[config.mk]
export PLATFORM = sky130hd
export DESIGN_NAME = kmc_ctrl_flat
export DESIGN_NICKNAME = d
export VERILOG_FILES = /design/src/sv/kmc_pkg.sv /design/src/sv/kmc_if.sv /design/src/sv/kmc_ctrl.sv /design/src/flat_wrapper.sv
export SDC_FILE = /design/constraint.sdc
export NUM_CORES = 1
export LEC_CHECK = 0
export BUFFER_PORTS_ARGS = -buffer_cell sky130_fd_sc_hd__buf_2
export CAP_MARGIN = 5
export CELL_PAD_IN_SITES_DETAIL_PLACEMENT = 1
export CELL_PAD_IN_SITES_GLOBAL_PLACEMENT = 2
export CORE_MARGIN = 4
export CORE_UTILIZATION = 28
export DETAILED_ROUTE_END_ITERATION = 16
export GPL_TIMING_DRIVEN = 0
export PLACE_DENSITY_LB_ADDON = 0.2
export SYNTH_ARGS = -nofsm -noshare
export SYNTH_HDL_FRONTEND = slang
export SYNTH_SLANG_ARGS = --single-unit
export TNS_END_PERCENT = 50
[constraint.sdc]
create_clock -name clk -period 2.52 [get_ports clk]
set_clock_uncertainty 0.05 [all_clocks]
set_input_delay 0.504 -clock clk [delete_from_list [all_inputs] [get_ports clk]]
set_output_delay 0.504 -clock clk [all_outputs]
set_load 0.02 [all_outputs]
[src/sv/kmc_pkg.sv]
`timescale 1ns / 1ps
// Shared constants, codes and controller/datapath interface types of the k-means engine.
package kmc_pkg;

  localparam int MAX_POINTS   = 1024;
  localparam int MAX_DIMS     = 8;
  localparam int MAX_CLUSTERS = 16;

  localparam int PT_W  = $clog2(MAX_POINTS);
  localparam int DIM_W = $clog2(MAX_DIMS);
  localparam int CL_W  = $clog2(MAX_CLUSTERS);

  localparam int PT_AW  = PT_W + DIM_W;
  localparam int CEN_AW = CL_W + DIM_W;

  localparam int NP_W    = 11;
  localparam int ND_W    = 4;
  localparam int NK_W    = 5;
  localparam int ITER_W  = 16;
  localparam int TOL_W   = 16;
  localparam int COORD_W = 16;
  localparam int OP_W    = 3;

  localparam int CNT_W  = $clog2(MAX_POINTS + 1);
  localparam int SUM_W  = COORD_W + CNT_W;
  localparam int DIFF_W = COORD_W + 1;
  localparam int SQ_W   = 2 * DIFF_W;
  localparam int DIST_W = SQ_W + DIM_W;

  localparam int CFG_AW = 3;
  localparam int CFG_DW = 16;

  localparam logic [OP_W-1:0] OP_LOAD_PT  = 3'd0;
  localparam logic [OP_W-1:0] OP_LOAD_CEN = 3'd1;
  localparam logic [OP_W-1:0] OP_RUN      = 3'd2;
  localparam logic [OP_W-1:0] OP_READ_ASG = 3'd3;
  localparam logic [OP_W-1:0] OP_READ_CEN = 3'd4;

  localparam logic [CFG_AW-1:0] REG_NUM_POINTS   = 3'd0;
  localparam logic [CFG_AW-1:0] REG_NUM_DIMS     = 3'd1;
  localparam logic [CFG_AW-1:0] REG_NUM_CLUSTERS = 3'd2;
  localparam logic [CFG_AW-1:0] REG_MAX_ITER     = 3'd3;
  localparam logic [CFG_AW-1:0] REG_TOLERANCE    = 3'd4;

  typedef enum logic [1:0] {
    OUT_ZERO,
    OUT_ASG,
    OUT_CEN
  } out_src_t;

  typedef struct packed {
    logic [PT_W-1:0]           pidx;
    logic [CL_W-1:0]           cidx;
    logic [DIM_W-1:0]          didx;
    logic signed [COORD_W-1:0] coord;
    logic [TOL_W-1:0]          tol;
    logic                      load_pt;
    logic                      load_cen;
    logic                      sum_sel_best;
    logic                      dist_clr;
    logic                      dist_mul;
    logic                      dist_acc;
    logic                      best_upd;
    logic                      asg_we;
    logic                      cnt_clr;
    logic                      sum_we;
    logic                      cnt_inc;
    logic                      div_start;
    logic                      cen_upd;
    logic                      moved_clr;
    logic                      out_ld;
    out_src_t                  out_src;
  } cmd_t;

  typedef struct packed {
    logic count_zero;
    logic moved;
    logic div_done;
  } status_t;

endpackage

[src/sv/kmc_if.sv]
`timescale 1ns / 1ps
// Handshake channel interfaces for requests, responses and register writes.
interface kmc_in_if;
  logic                               valid;
  logic                               ready;
  logic [kmc_pkg::OP_W-1:0]           opcode;
  logic [kmc_pkg::PT_W-1:0]           point_index;
  logic [kmc_pkg::CL_W-1:0]           cluster_index;
  logic [kmc_pkg::DIM_W-1:0]          dim_index;
  logic signed [kmc_pkg::COORD_W-1:0] coord_value;

  modport source (output valid, opcode, point_index, cluster_index, dim_index, coord_value,
                  input ready);
  modport sink (input valid, opcode, point_index, cluster_index, dim_index, coord_value,
                output ready);
endinterface


interface kmc_cfg_if;
  logic                        valid;
  logic                        ready;
  logic [kmc_pkg::CFG_AW-1:0]  addr;
  logic [kmc_pkg::CFG_DW-1:0]  data;

  modport source (output valid, addr, data, input ready);
  modport sink (input valid, addr, data, output ready);
endinterface

[src/sv/kmc_ctrl.sv]
`timescale 1ns / 1ps
// Controller: handshakes, configuration registers and the iteration sequencer.
module kmc_ctrl (
  input  logic                       clk,
  input  logic                       rst,
  kmc_in_if.sink                     req,
  kmc_cfg_if.sink                    cfg,
  input  logic                       out_ready,
  output logic                       out_valid,
  output logic [kmc_pkg::ITER_W-1:0] iterations_done,
  output logic                       converged,
  input  kmc_pkg::status_t           status,
  output kmc_pkg::cmd_t              cmd
);

  typedef enum logic [4:0] {
    S_IDLE, S_RD_WAIT, S_IT_START, S_PT_HEAD, S_CL_HEAD, S_D_HEAD, S_D_MUL, S_D_ACC,
    S_BEST, S_ASG, S_AC_HEAD, S_AC_WR, S_CNT, S_UPD_HEAD, S_UD_HEAD, S_UD_DIV,
    S_UD_WAIT, S_IT_END
  } state_t;

  state_t                      state;
  logic [kmc_pkg::NP_W-1:0]    num_points;
  logic [kmc_pkg::ND_W-1:0]    num_dims;
  logic [kmc_pkg::NK_W-1:0]    num_clusters;
  logic [kmc_pkg::ITER_W-1:0]  max_iter;
  logic [kmc_pkg::TOL_W-1:0]   tolerance;
  logic [kmc_pkg::NP_W-1:0]    i;
  logic [kmc_pkg::NK_W-1:0]    c;
  logic [kmc_pkg::ND_W-1:0]    d;
  logic [kmc_pkg::ITER_W-1:0]  iters;
  logic                        rd_cen;

  logic [kmc_pkg::NP_W-1:0]    np;
  logic [kmc_pkg::ND_W-1:0]    nd;
  logic [kmc_pkg::NK_W-1:0]    nk;
  logic                        accept;
  logic                        finish;

  assign np = (num_points > kmc_pkg::NP_W'(kmc_pkg::MAX_POINTS)) ?
              kmc_pkg::NP_W'(kmc_pkg::MAX_POINTS) : num_points;
  assign nd = (num_dims > kmc_pkg::ND_W'(kmc_pkg::MAX_DIMS)) ?
              kmc_pkg::ND_W'(kmc_pkg::MAX_DIMS) : num_dims;
  assign nk = (num_clusters > kmc_pkg::NK_W'(kmc_pkg::MAX_CLUSTERS)) ?
              kmc_pkg::NK_W'(kmc_pkg::MAX_CLUSTERS) : num_clusters;

  assign req.ready = (state == S_IDLE) && (!out_valid || out_ready);
  assign accept    = req.valid && req.ready;
  assign cfg.ready = 1'b1;
  assign finish    = (state == S_IT_END) && (!status.moved || iters == max_iter);

  always_comb begin
    cmd              = '0;
    cmd.coord        = req.coord_value;
    cmd.tol          = tolerance;
    cmd.out_src      = kmc_pkg::OUT_ZERO;
    cmd.pidx         = i[kmc_pkg::PT_W-1:0];
    cmd.cidx         = c[kmc_pkg::CL_W-1:0];
    cmd.didx         = d[kmc_pkg::DIM_W-1:0];
    cmd.sum_sel_best = (state == S_AC_HEAD) || (state == S_AC_WR) || (state == S_CNT);
    case (state)
      S_IDLE: begin
        cmd.pidx = req.point_index;
        cmd.cidx = req.cluster_index;
        cmd.didx = req.dim_index;
        if (accept) begin
          cmd.load_pt  = (req.opcode == kmc_pkg::OP_LOAD_PT);
          cmd.load_cen = (req.opcode == kmc_pkg::OP_LOAD_CEN);
          cmd.out_ld   = (req.opcode != kmc_pkg::OP_READ_ASG) &&
                         (req.opcode != kmc_pkg::OP_READ_CEN) &&
                         ((req.opcode != kmc_pkg::OP_RUN) || (max_iter == '0));
        end
      end
      S_RD_WAIT: begin
        cmd.out_ld  = 1'b1;
        cmd.out_src = rd_cen ? kmc_pkg::OUT_CEN : kmc_pkg::OUT_ASG;
      end
      S_IT_START: begin
        cmd.moved_clr = 1'b1;
        cmd.cnt_clr   = 1'b1;
      end
      S_CL_HEAD: cmd.dist_clr = (c < nk);
      S_D_MUL:   cmd.dist_mul = 1'b1;
      S_D_ACC:   cmd.dist_acc = 1'b1;
      S_BEST:    cmd.best_upd = 1'b1;
      S_ASG:     cmd.asg_we   = 1'b1;
      S_AC_WR:   cmd.sum_we   = 1'b1;
      S_CNT:     cmd.cnt_inc  = 1'b1;
      S_UD_DIV:  cmd.div_start = 1'b1;
      S_UD_WAIT: cmd.cen_upd  = status.div_done;
      S_IT_END:  cmd.out_ld   = finish;
      default: begin
      end
    endcase
  end

  always_ff @(posedge clk) begin
    if (rst) begin
      state           <= S_IDLE;
      num_points      <= kmc_pkg::NP_W'(1);
      num_dims        <= kmc_pkg::ND_W'(2);
      num_clusters    <= kmc_pkg::NK_W'(2);
      max_iter        <= kmc_pkg::ITER_W'(100);
      tolerance       <= kmc_pkg::TOL_W'(1);
      out_valid       <= 1'b0;
      iterations_done <= '0;
      converged       <= 1'b0;
      i               <= '0;
      c               <= '0;
      d               <= '0;
      iters           <= '0;
      rd_cen          <= 1'b0;
    end else begin
      if (cfg.valid) begin
        case (cfg.addr)
          kmc_pkg::REG_NUM_POINTS:   num_points   <= cfg.data[kmc_pkg::NP_W-1:0];
          kmc_pkg::REG_NUM_DIMS:     num_dims     <= cfg.data[kmc_pkg::ND_W-1:0];
          kmc_pkg::REG_NUM_CLUSTERS: num_clusters <= cfg.data[kmc_pkg::NK_W-1:0];
          kmc_pkg::REG_MAX_ITER:     max_iter     <= cfg.data[kmc_pkg::ITER_W-1:0];
          kmc_pkg::REG_TOLERANCE:    tolerance    <= cfg.data[kmc_pkg::TOL_W-1:0];
          default: begin
          end
        endcase
      end
      if (out_valid && out_ready) begin
        out_valid <= 1'b0;
      end
      case (state)
        S_IDLE: begin
          if (accept) begin
            case (req.opcode)
              kmc_pkg::OP_RUN: begin
                if (max_iter == '0) begin
                  iterations_done <= '0;
                  converged       <= 1'b0;
                  out_valid       <= 1'b1;
                end else begin
                  iters <= '0;
                  state <= S_IT_START;
                end
              end
              kmc_pkg::OP_READ_ASG, kmc_pkg::OP_READ_CEN: begin
                rd_cen <= (req.opcode == kmc_pkg::OP_READ_CEN);
                state  <= S_RD_WAIT;
              end
              default: out_valid <= 1'b1;
            endcase
          end
        end
        S_RD_WAIT: begin
          out_valid <= 1'b1;
          state     <= S_IDLE;
        end
        S_IT_START: begin
          iters <= iters + 1'b1;
          i     <= '0;
          state <= S_PT_HEAD;
        end
        S_PT_HEAD: begin
          c <= '0;
          if (nk != '0 && i < np) begin
            state <= S_CL_HEAD;
          end else begin
            state <= S_UPD_HEAD;
          end
        end
        S_CL_HEAD: begin
          d <= '0;
          state <= (c < nk) ? S_D_HEAD : S_ASG;
        end
        S_D_HEAD:  state <= (d < nd) ? S_D_MUL : S_BEST;
        S_D_MUL:   state <= S_D_ACC;
        S_D_ACC: begin
          d     <= d + 1'b1;
          state <= S_D_HEAD;
        end
        S_BEST: begin
          c     <= c + 1'b1;
          state <= S_CL_HEAD;
        end
        S_ASG: begin
          d     <= '0;
          state <= S_AC_HEAD;
        end
        S_AC_HEAD: state <= (d < nd) ? S_AC_WR : S_CNT;
        S_AC_WR: begin
          d     <= d + 1'b1;
          state <= S_AC_HEAD;
        end
        S_CNT: begin
          i     <= i + 1'b1;
          state <= S_PT_HEAD;
        end
        S_UPD_HEAD: begin
          if (c < nk) begin
            if (status.count_zero) begin
              c <= c + 1'b1;
            end else begin
              d     <= '0;
              state <= S_UD_HEAD;
            end
          end else begin
            state <= S_IT_END;
          end
        end
        S_UD_HEAD: begin
          if (d < nd) begin
            state <= S_UD_DIV;
          end else begin
            c     <= c + 1'b1;
            state <= S_UPD_HEAD;
          end
        end
        S_UD_DIV: state <= S_UD_WAIT;
        S_UD_WAIT: begin
          if (status.div_done) begin
            d     <= d + 1'b1;
            state <= S_UD_HEAD;
          end
        end
        S_IT_END: begin
          if (finish) begin
            iterations_done <= iters;
            converged       <= !status.moved;
            out_valid       <= 1'b1;
            state           <= S_IDLE;
          end else begin
            state <= S_IT_START;
          end
        end
        default: state <= S_IDLE;
      endcase
    end
  end

endmodule

[src/flat_wrapper.sv]
// flat-port wrapper written by rule: the top's interface ports become plain ports
module kmc_ctrl_flat 
  (clk, rst, out_ready, out_valid, iterations_done, converged, status, cmd, req_valid, req_opcode, req_point_index, req_cluster_index, req_dim_index, req_coord_value, req_ready, cfg_valid, cfg_addr, cfg_data, cfg_ready);
  kmc_in_if req_i ();
  kmc_cfg_if cfg_i ();
  input  logic clk;
  input  logic rst;
  input  logic out_ready;
  output logic out_valid;
  output logic [kmc_pkg::ITER_W-1:0] iterations_done;
  output logic converged;
  input  kmc_pkg::status_t status;
  output kmc_pkg::cmd_t cmd;
  input wire logic [$bits(req_i.valid)-1:0] req_valid;
  input wire logic [$bits(req_i.opcode)-1:0] req_opcode;
  input wire logic [$bits(req_i.point_index)-1:0] req_point_index;
  input wire logic [$bits(req_i.cluster_index)-1:0] req_cluster_index;
  input wire logic [$bits(req_i.dim_index)-1:0] req_dim_index;
  input wire logic [$bits(req_i.coord_value)-1:0] req_coord_value;
  output wire logic [$bits(req_i.ready)-1:0] req_ready;
  input wire logic [$bits(cfg_i.valid)-1:0] cfg_valid;
  input wire logic [$bits(cfg_i.addr)-1:0] cfg_addr;
  input wire logic [$bits(cfg_i.data)-1:0] cfg_data;
  output wire logic [$bits(cfg_i.ready)-1:0] cfg_ready;
  assign req_i.valid = req_valid;
  assign req_i.opcode = req_opcode;
  assign req_i.point_index = req_point_index;
  assign req_i.cluster_index = req_cluster_index;
  assign req_i.dim_index = req_dim_index;
  assign req_i.coord_value = req_coord_value;
  assign req_ready = req_i.ready;
  assign cfg_i.valid = cfg_valid;
  assign cfg_i.addr = cfg_addr;
  assign cfg_i.data = cfg_data;
  assign cfg_ready = cfg_i.ready;
  kmc_ctrl u_core (.clk(clk), .rst(rst), .req(req_i), .cfg(cfg_i), .out_ready(out_ready), .out_valid(out_valid), .iterations_done(iterations_done), .converged(converged), .status(status), .cmd(cmd));
endmodule
* After elaboration in Yosys (flattened, before gate mapping) *
Index checks and enable logic that the tools add are counted.

cells by class
  equal/unequal tests = 42
  reduce and logical (&&, ||, !) cells = 40
  $add $sub $neg = 4
  $lt $le $gt $ge = 6
  muxes and demuxes = 62

operators by type and width
  operator               count
  $mux 16                7
  $pmux 5 s15            1
  $pmux 16 s2            2
  $mux 5                 9
  $eq 5x4->1 const B     8
  $mux 4                 7
  $pmux 11 s2            1
  $eq 5x3->1 const B     4
  $pmux 5 s4             1
  $mux 1                 19
  $mux 17                1
  $add 16x1->16 const B  1
  $eq 16x16->1           1
  $logic_not 16->1       1
  $pmux 4 s4             1
  $ne 2x2->1 const B     7
  $eq 3x2->1 const B     4
  $mux 2                 6
  $ne 3x3->1 const B     4
  $reduce_and 4->1       3
  $add 11x1->11 const B  1
  $gt 11x11->1 const B   1
  $lt 11x11->1           1
  $mux 11                1
  29 further kinds       62

storage, ports and cells
  register bits after elaboration = 112
  word-level logic and storage cells = 168
  output and inout port bits = 86
  bits of input ports = 63

* Logic depth before layout (Yosys ltp) *
Gate-level depths: netlist (run 1).

  word-level depth = 6
  mapped depth = 10
  depth with buffers taken out = 9

* Least setup slack after synthesis (run 1) *
No wires, ideal clock.

  kind = register to output
  start point = register u_core.state[2]
  end point = output port cmd[15] (netlist name)
  required time = 1.966 ns
  arrival = 1.940 ns
  path buffers = 1
  path slack = 0.026 ns
  stages on the path, launching flop included = 6
  cell sequence = dfxtp_1 -> buf_2 -> or3_1 -> nor3_1 -> nand3_1 -> nor4b_1

RTL lines
  what                    RTL line            source
  from (decl)             kmc_ctrl.sv:22      state_t state;
  from (signal assigned)  kmc_ctrl.sv:169     state <= (c < nk) ? S_D_HEAD : S_ASG;
  from (signal assigned)  kmc_ctrl.sv:171     S_D_HEAD: state <= (d < nd) ? S_D_MUL : S_BEST;
  from (signal assigned)  kmc_ctrl.sv:185     S_AC_HEAD: state <= (d < nd) ? S_AC_WR : S_CNT;
  to (decl)               flat_wrapper.sv:13  output kmc_pkg::cmd_t cmd;

==> flow_summary.toml, run 1 <==
[global_routing]
grt_antenna_before_repair = 0
grtUsageTotal_pct = 16.8
use_met2_pct = 26.0
use_met3_pct = 3.13
grt_max_degree = 19
grtUsageMet1_pct = 24.5
grt_pass1_vias = 6006
grt_remaining_overflow = 0
grt_pass1_wl_mm = 33.1
grt_most_used_layer = "met2"

[min_path]
hp-class = "primary input to flop"
hold_depth = 3
hp-start = "cfg_data[11]"

[route]
ant_nets = 0
drc = 0
post_drt_wl_per_cell_um = 17.0
drt_wl_total_mm = 20.6
drtIter0Drc = 222
first_pass_iters = 4
vias = 5994
vias_per_cell = 4.95

[power_and_ir_drop]
fin_total_pwr_mw = 3.84
sequentialPowerShare_pct = 47.3
combPwrFrac_pct = 15.2
vdd_drop_max_uv = 264
switching_share_pct = 27.9
intPower_mw = 2.77
p_leak_nw = 3.21
powerDensity_nw_per_um2 = 479
power.switching_mw = 1.07
pwr-share-clk_pct = 37.5

[floorplan]
fp.dieH_um = 156
die_w_um = 156
start_util_pct = 28.9
fp.dieArea_um2 = 24400
rows = 53
io_pins = 149
placeableCoreArea_um2 = 21300

[logic_synthesis]
synth_area_per_cell_um2 = 7.91
seq_area_frac_synth_pct = 36.5
ys_ff_latch = 112
synth_ff_type = "dfxtp_1"
synth_nets = 862
synth_area_leaders = "dfxtp_1 (36%), nand2_1 (11%), a21oi_1 (5.5%), xnor2_1 (4.6%), ha_1 (4.3%)"
ys_warn_count = 0
synth.largest_area_cell = "dfxtp_1"
synthArstFlopShare_pct = 0
synth_top_area_share_pct = 36.5
synth_cell_type_count = 73
synth_edf_count = 0
netlist_area_um2 = 6150
synth_cells = 778

[critical_path]
cp_data_required_time_ps = 1970
worstSetupEndpointType = "output pin"
path_cells = "inv_2 > nand2_2 > ha_4 > a21o_1 > a211o_1 > o22a_4 > nor3_4 > buf_6"
reg2regPathDepth = 11
cp-start-kind = "flop"
crit_fanout = 5
crit_arrival_ps = 1970
crit_cells = 8
reg2reg_from = "u_core.num_clusters[4]"
crit_slowest_cell = "dfxtp_2"
slowest_delay_ps = 330
crit_family = "compound AO/OA/AOI/OAI gates"
worst-path-buf-inv = 2
worstSetupPathType = "flop to output pin"
startpoint = "u_core.num_clusters[4]"

[clocking]
htreeDepth = 3
clock_latency_ps = 350
clk_pin_slew_ps = 80
postCtsHoldBufs = 0
cts_tree = "done"
cts.sinks = 112
cts_buffers = 9
cts_root_buf = "clkbuf_16"
clk_path_buf_depth = 2

[placed_design]
dp.final_hpwl_mm = 15.7
gp_congestion = 0.812
port_buffers = 130
place_inst = 1183

[timing]
slew-limit-headroom_pct = 50.1
fmax_mhz = 396
maxSlewViolCount = 0
fin_crit_ps = 2520
rsz0062_at_grt = "true"
tns_ps = -4.58
hold_viol = 0
setup_viol = 1
tightestPinTransition_ps = 749
period_share_pct = 100
setup_slack_ps = -4.58

[final_layout]
num_antenna_cells = 0
layout.cells.non_filler = 1212
fillers = 2588
multiInputGateArea_um2 = 3760
drive_above_1_share_pct = 31.2
finish.utilization_pct = 37.7
layout_common_cells = "nand2_1 (166), buf_2 (117), dfxtp_1 (96), a21oi_1 (65), nor2_1 (61)"
regArea_um2 = 2270
syn_to_final_growth_pct = 30.4
final_nets = 1016
mostFrequentLayoutCell = "nand2_1"

[status]
violations = "setup timing"
status = "complete, but fails checks"

[run]
drv_cap = 0
[cells in the mapped netlist (3+ instances only)]
master / n
and2_1: 4
nor3_2: 4
a31oi_1: 4
o32ai_1: 3
inv_1: 8
nor3_1: 13
and3_1: 8
nand3_1: 27
nor4_2: 6
nor4b_1: 7
a41oi_1: 3
nand2b_1: 12
clkbuf_1: 23
mux2i_1: 11
o21ai_0: 15
nor4b_2: 4
nor2_1: 63
a21oi_1: 67
dfxtp_1: 112
or3_1: 5
buf_4: 19
nor3b_1: 3
xnor2_1: 32
buf_6: 6
ha_1: 21
a211oi_1: 3
nand4_1: 15
a22o_1: 16
o211ai_1: 3
nor4_1: 11
nand2_1: 186
buf_2: 13
[cell type report]
cell class                      count  share of cell area (%)
Tap cell                          275                    4.29
Clock inverter                      4                   0.421
Multi-Input combinational cell    593                    46.8
Clock buffer                       12                    3.20
Buffer                             56                    4.60
Timing Repair Buffer              150                    11.8
Sequential cell                   112                    28.3
Inverter                           10                   0.515
[metrics by stage]
stage                     setup WS, ps  hold WS, ps  instance area, um2
after detailed placement          -177          401                7150
after CTS                         -106          338                7810
after floorplan                   25.5          382                6150
after global routing              -102          343                8020
final                            -4.58          354                8020
after global placement            -172          391                7150
[per-layer routing]
layer  wire (um)  part of all wire (%)  vias up
li1            -                     -     2998
met1       10400                    51     2856
met2        8950                    43      128
met3        1080                   5.2       12
met4         167                  0.81        0
met5           0                     0        -
[kinds of logic (layout without fill, tap and decap cells)]
| kind of cell | Yosys count | after routing | share of synthesized area [%] |
|---|---|---|---|
| AO/OA/AOI/OAI | 138 | 138 | 15.1 |
| XOR/XNOR | 33 | 33 | 4.70 |
| adder cells (fa/ha/maj) | 21 | 21 | 4.27 |
| buffers and inverters | 73 | 232 | 6.61 |
| flip-flops | 112 | 112 | 36.5 |
| multiplexers | 13 | 13 | 2.16 |
| other | 1 | 1 | 0.0610 |
| AND/OR/NAND/NOR | 387 | 387 | 30.7 |
[sequential cells by signal, indices dropped and copies added, names as in the netlist]
register	count
u_core.iterations_done	16
u_core.iters	16
u_core.max_iter	16
u_core.tolerance	16
u_core.i	11
u_core.num_points	11
u_core.c	5
u_core.num_clusters	5
u_core.state	5
u_core.d	4
u_core.num_dims	4
u_core.converged	1
u_core.out_valid	1
u_core.rd_cen	1
[final timing paths]
| kind | slack (ps) | end |
|---|---|---|
| worst min register to register | 400 | u_core.tolerance[11] |
| worst max register to register | 60 | u_core.c[4] |
| worst max-delay path | -5 | cmd[13] |
| worst min-delay path | 350 | u_core.tolerance[11] |
[power by group through the flow]
stage / logic (mW) / clock network, mW / registers (mW)
final: 0.584 / 1.44 / 1.82
after global routing: 0.639 / 1.57 / 1.82
after CTS: 0.559 / 1.50 / 1.82
after global placement: 0.480 / 0 / 1.86
after detailed placement: 0.483 / 0 / 1.86
after floorplan: 0.286 / 0 / 1.86
[what timing repair did]
item,CTS,global route
pin swaps,16,12
gates resized for setup,79,56
hold endpoints to repair,0,0
buffers inserted,15,4
cloned,1,0
setup endpoints to repair,32,50
[worst reg2reg max path: cells and delay by family, from the launching register on]
kind	cells	cell delay, ps
AOI/OAI and AO/OA	4	970
buffers and inverters	3	440
and+or+nand+nor	2	190
adders and majority gates	1	240
DFF	1	330
muxes	1	140
No activity file was read; power rests on OpenSTA's default activity.
==> inputs of run 2 (changes only) <==
--- a/config.mk
+++ b/config.mk
@@ -10,7 +10,7 @@
 export CELL_PAD_IN_SITES_DETAIL_PLACEMENT = 1
 export CELL_PAD_IN_SITES_GLOBAL_PLACEMENT = 2
 export CORE_MARGIN = 4
-export CORE_UTILIZATION = 28
+export CORE_UTILIZATION = 33
 export DETAILED_ROUTE_END_ITERATION = 16
 export GPL_TIMING_DRIVEN = 0
 export PLACE_DENSITY_LB_ADDON = 0.2
==> constraint.sdc (replaced) <==
create_clock -name clk -period 3.2 [get_ports clk]
set_clock_uncertainty 0.05 [all_clocks]
set_input_delay 0.64 -clock clk [delete_from_list [all_inputs] [get_ports clk]]
set_output_delay 0.64 -clock clk [all_outputs]
set_load 0.02 [all_outputs]
==> flow_summary.toml, run 2 (same netlist as run 1, synthesis figures left out) <==
[status]
status = "finished clean"

[route]
drtIter0Drc = 305
drt_wl_total_mm = 20.5
post_drt_wl_per_cell_um = 17.8
vias_per_cell = 5.16
drc = 0
first_pass_iters = 4
vias = 5938
ant_nets = 0

[final_layout]
drive_above_1_share_pct = 23.1
layout_common_cells = "nand2_1 (186), buf_2 (143), dfxtp_1 (112), a21oi_1 (67), nor2_1 (63)"
final_nets = 1002
mostFrequentLayoutCell = "nand2_1"
num_antenna_cells = 0
syn_to_final_growth_pct = 20.2

[timing]
fin_crit_ps = 2990
rsz0062_at_grt = "false"
hold_viol = 0
slew-limit-headroom_pct = 50.6
setup_viol = 0
tns_ps = 0
tightestPinTransition_ps = 742
period_share_pct = 93.3
fmax_mhz = 335
setup_slack_ps = 214
maxSlewViolCount = 0
holdWs_ps = 407

[critical_path]
crit_slowest_cell = "or3_1"
slowest_delay_ps = 420
r2r_slack_ps = 620
crit_fanout = 8
crit_arrival_ps = 2300
cp_data_required_time_ps = 2510
cp-start-kind = "flop"
critPathMostFrequentCell = "buf_2"
path_cells = "buf_2 > or3_1 > nor3_1 > nand3_1 > nor4b_1 > buf_2"
worstSetupEndpointType = "output pin"
worstSetupPathType = "flop to output pin"

[floorplan]
die_w_um = 145
rows = 49
start_util_pct = 33.9
fp.dieH_um = 145
io_pins = 149
placeableCoreArea_um2 = 18100
fp.dieArea_um2 = 20900

[global_routing]
grt_remaining_overflow = 0
grtUsageTotal_pct = 19.6
grt_max_degree = 20
grt_pass1_vias = 6161
grt_pass1_wl_mm = 32.5
grt_antenna_before_repair = 0

[run]
drv_cap = 0

[power_and_ir_drop]
p_leak_nw = 3.01
vdd_drop_max_uv = 261
powerDensity_nw_per_um2 = 403

[clocking]
cts_root_buf = "clkbuf_16"
clk_path_buf_depth = 2
clock_latency_ps = 350
cts_tree = "done"
postCtsSetupBuffers = 0
cts_buffers = 9
clk_pin_slew_ps = 80
htreeDepth = 3
cts.sinks = 112

[placed_design]
pre_cts_slack_ps = 382
gp_congestion = 0.841
port_buffers = 130
dp.final_hpwl_mm = 16.2

[min_path]
hp-class = "flop to flop"
[run 2: power breakdown]
part	internal, mW	switching, mW
clock	0.617	0.553
sequential	1.41	0.0188
combinational	0.129	0.249
[run 2: layout make-up]
type | instances | area [um2]
Buffer | 62 | 365
Clock buffer | 9 | 225
Clock inverter | 6 | 75.1
Fill cell | 2287 | 10800
Inverter | 10 | 37.5
Multi-Input combinational cell | 593 | 3510
Sequential cell | 112 | 2240
Tap cell | 229 | 287
Timing Repair Buffer | 130 | 651
[run 2: worst paths after layout]
| check | startpoint | end | cells past startpoint |
|---|---|---|---|
| worst max register to register | u_core.num_clusters[4] | u_core.c[2] | 10 |
| worst min-delay path | u_core.tolerance[14] | u_core.tolerance[14] | 2 |
| worst min register to register | u_core.tolerance[14] | u_core.tolerance[14] | 2 |
| worst max-delay path | u_core.state[2] | cmd[15] | 6 |
[run 2: metal layers]
layer / global-route usage [%] / wire length [um] / vias up
met1: 25.6 / 9570 / 2839
met4: 3.58 / 190 / 0
met5: 0 / 0 / -
met2: 33.4 / 9840 / 120
li1: - / - / 2966
met3: 4.40 / 920 / 13
[run 2: what timing repair did]
| item | 4_1_cts | 5_1_grt |
|---|---|---|
| setup endpoints to repair | 9 | 2 |
| hold buffers | 0 | 0 |
| gates resized for setup | 0 | 2 |
| pin swaps | 0 | 0 |
[run 2: per-stage QoR]
step / utilization [%] / power [mW] / instances / instance area (um2)
finish: 40.8 / 2.98 / 1151 / 7400
global route: 40.8 / 3.12 / 1151 / 7400
CTS: 40.7 / 3.03 / 1151 / 7380
detailed placement: 39.1 / 1.84 / 1137 / 7090
global placement: 39.1 / 1.83 / 1137 / 7090
floorplan: - / 1.69 / 778 / 6150
[run 2: worst max-delay path, delay by kind of cell (launching register included)]
family,cells,cell delay (ps)
and+or+nand+nor,4,1260
buffers and inverters,2,390
DFF,1,300
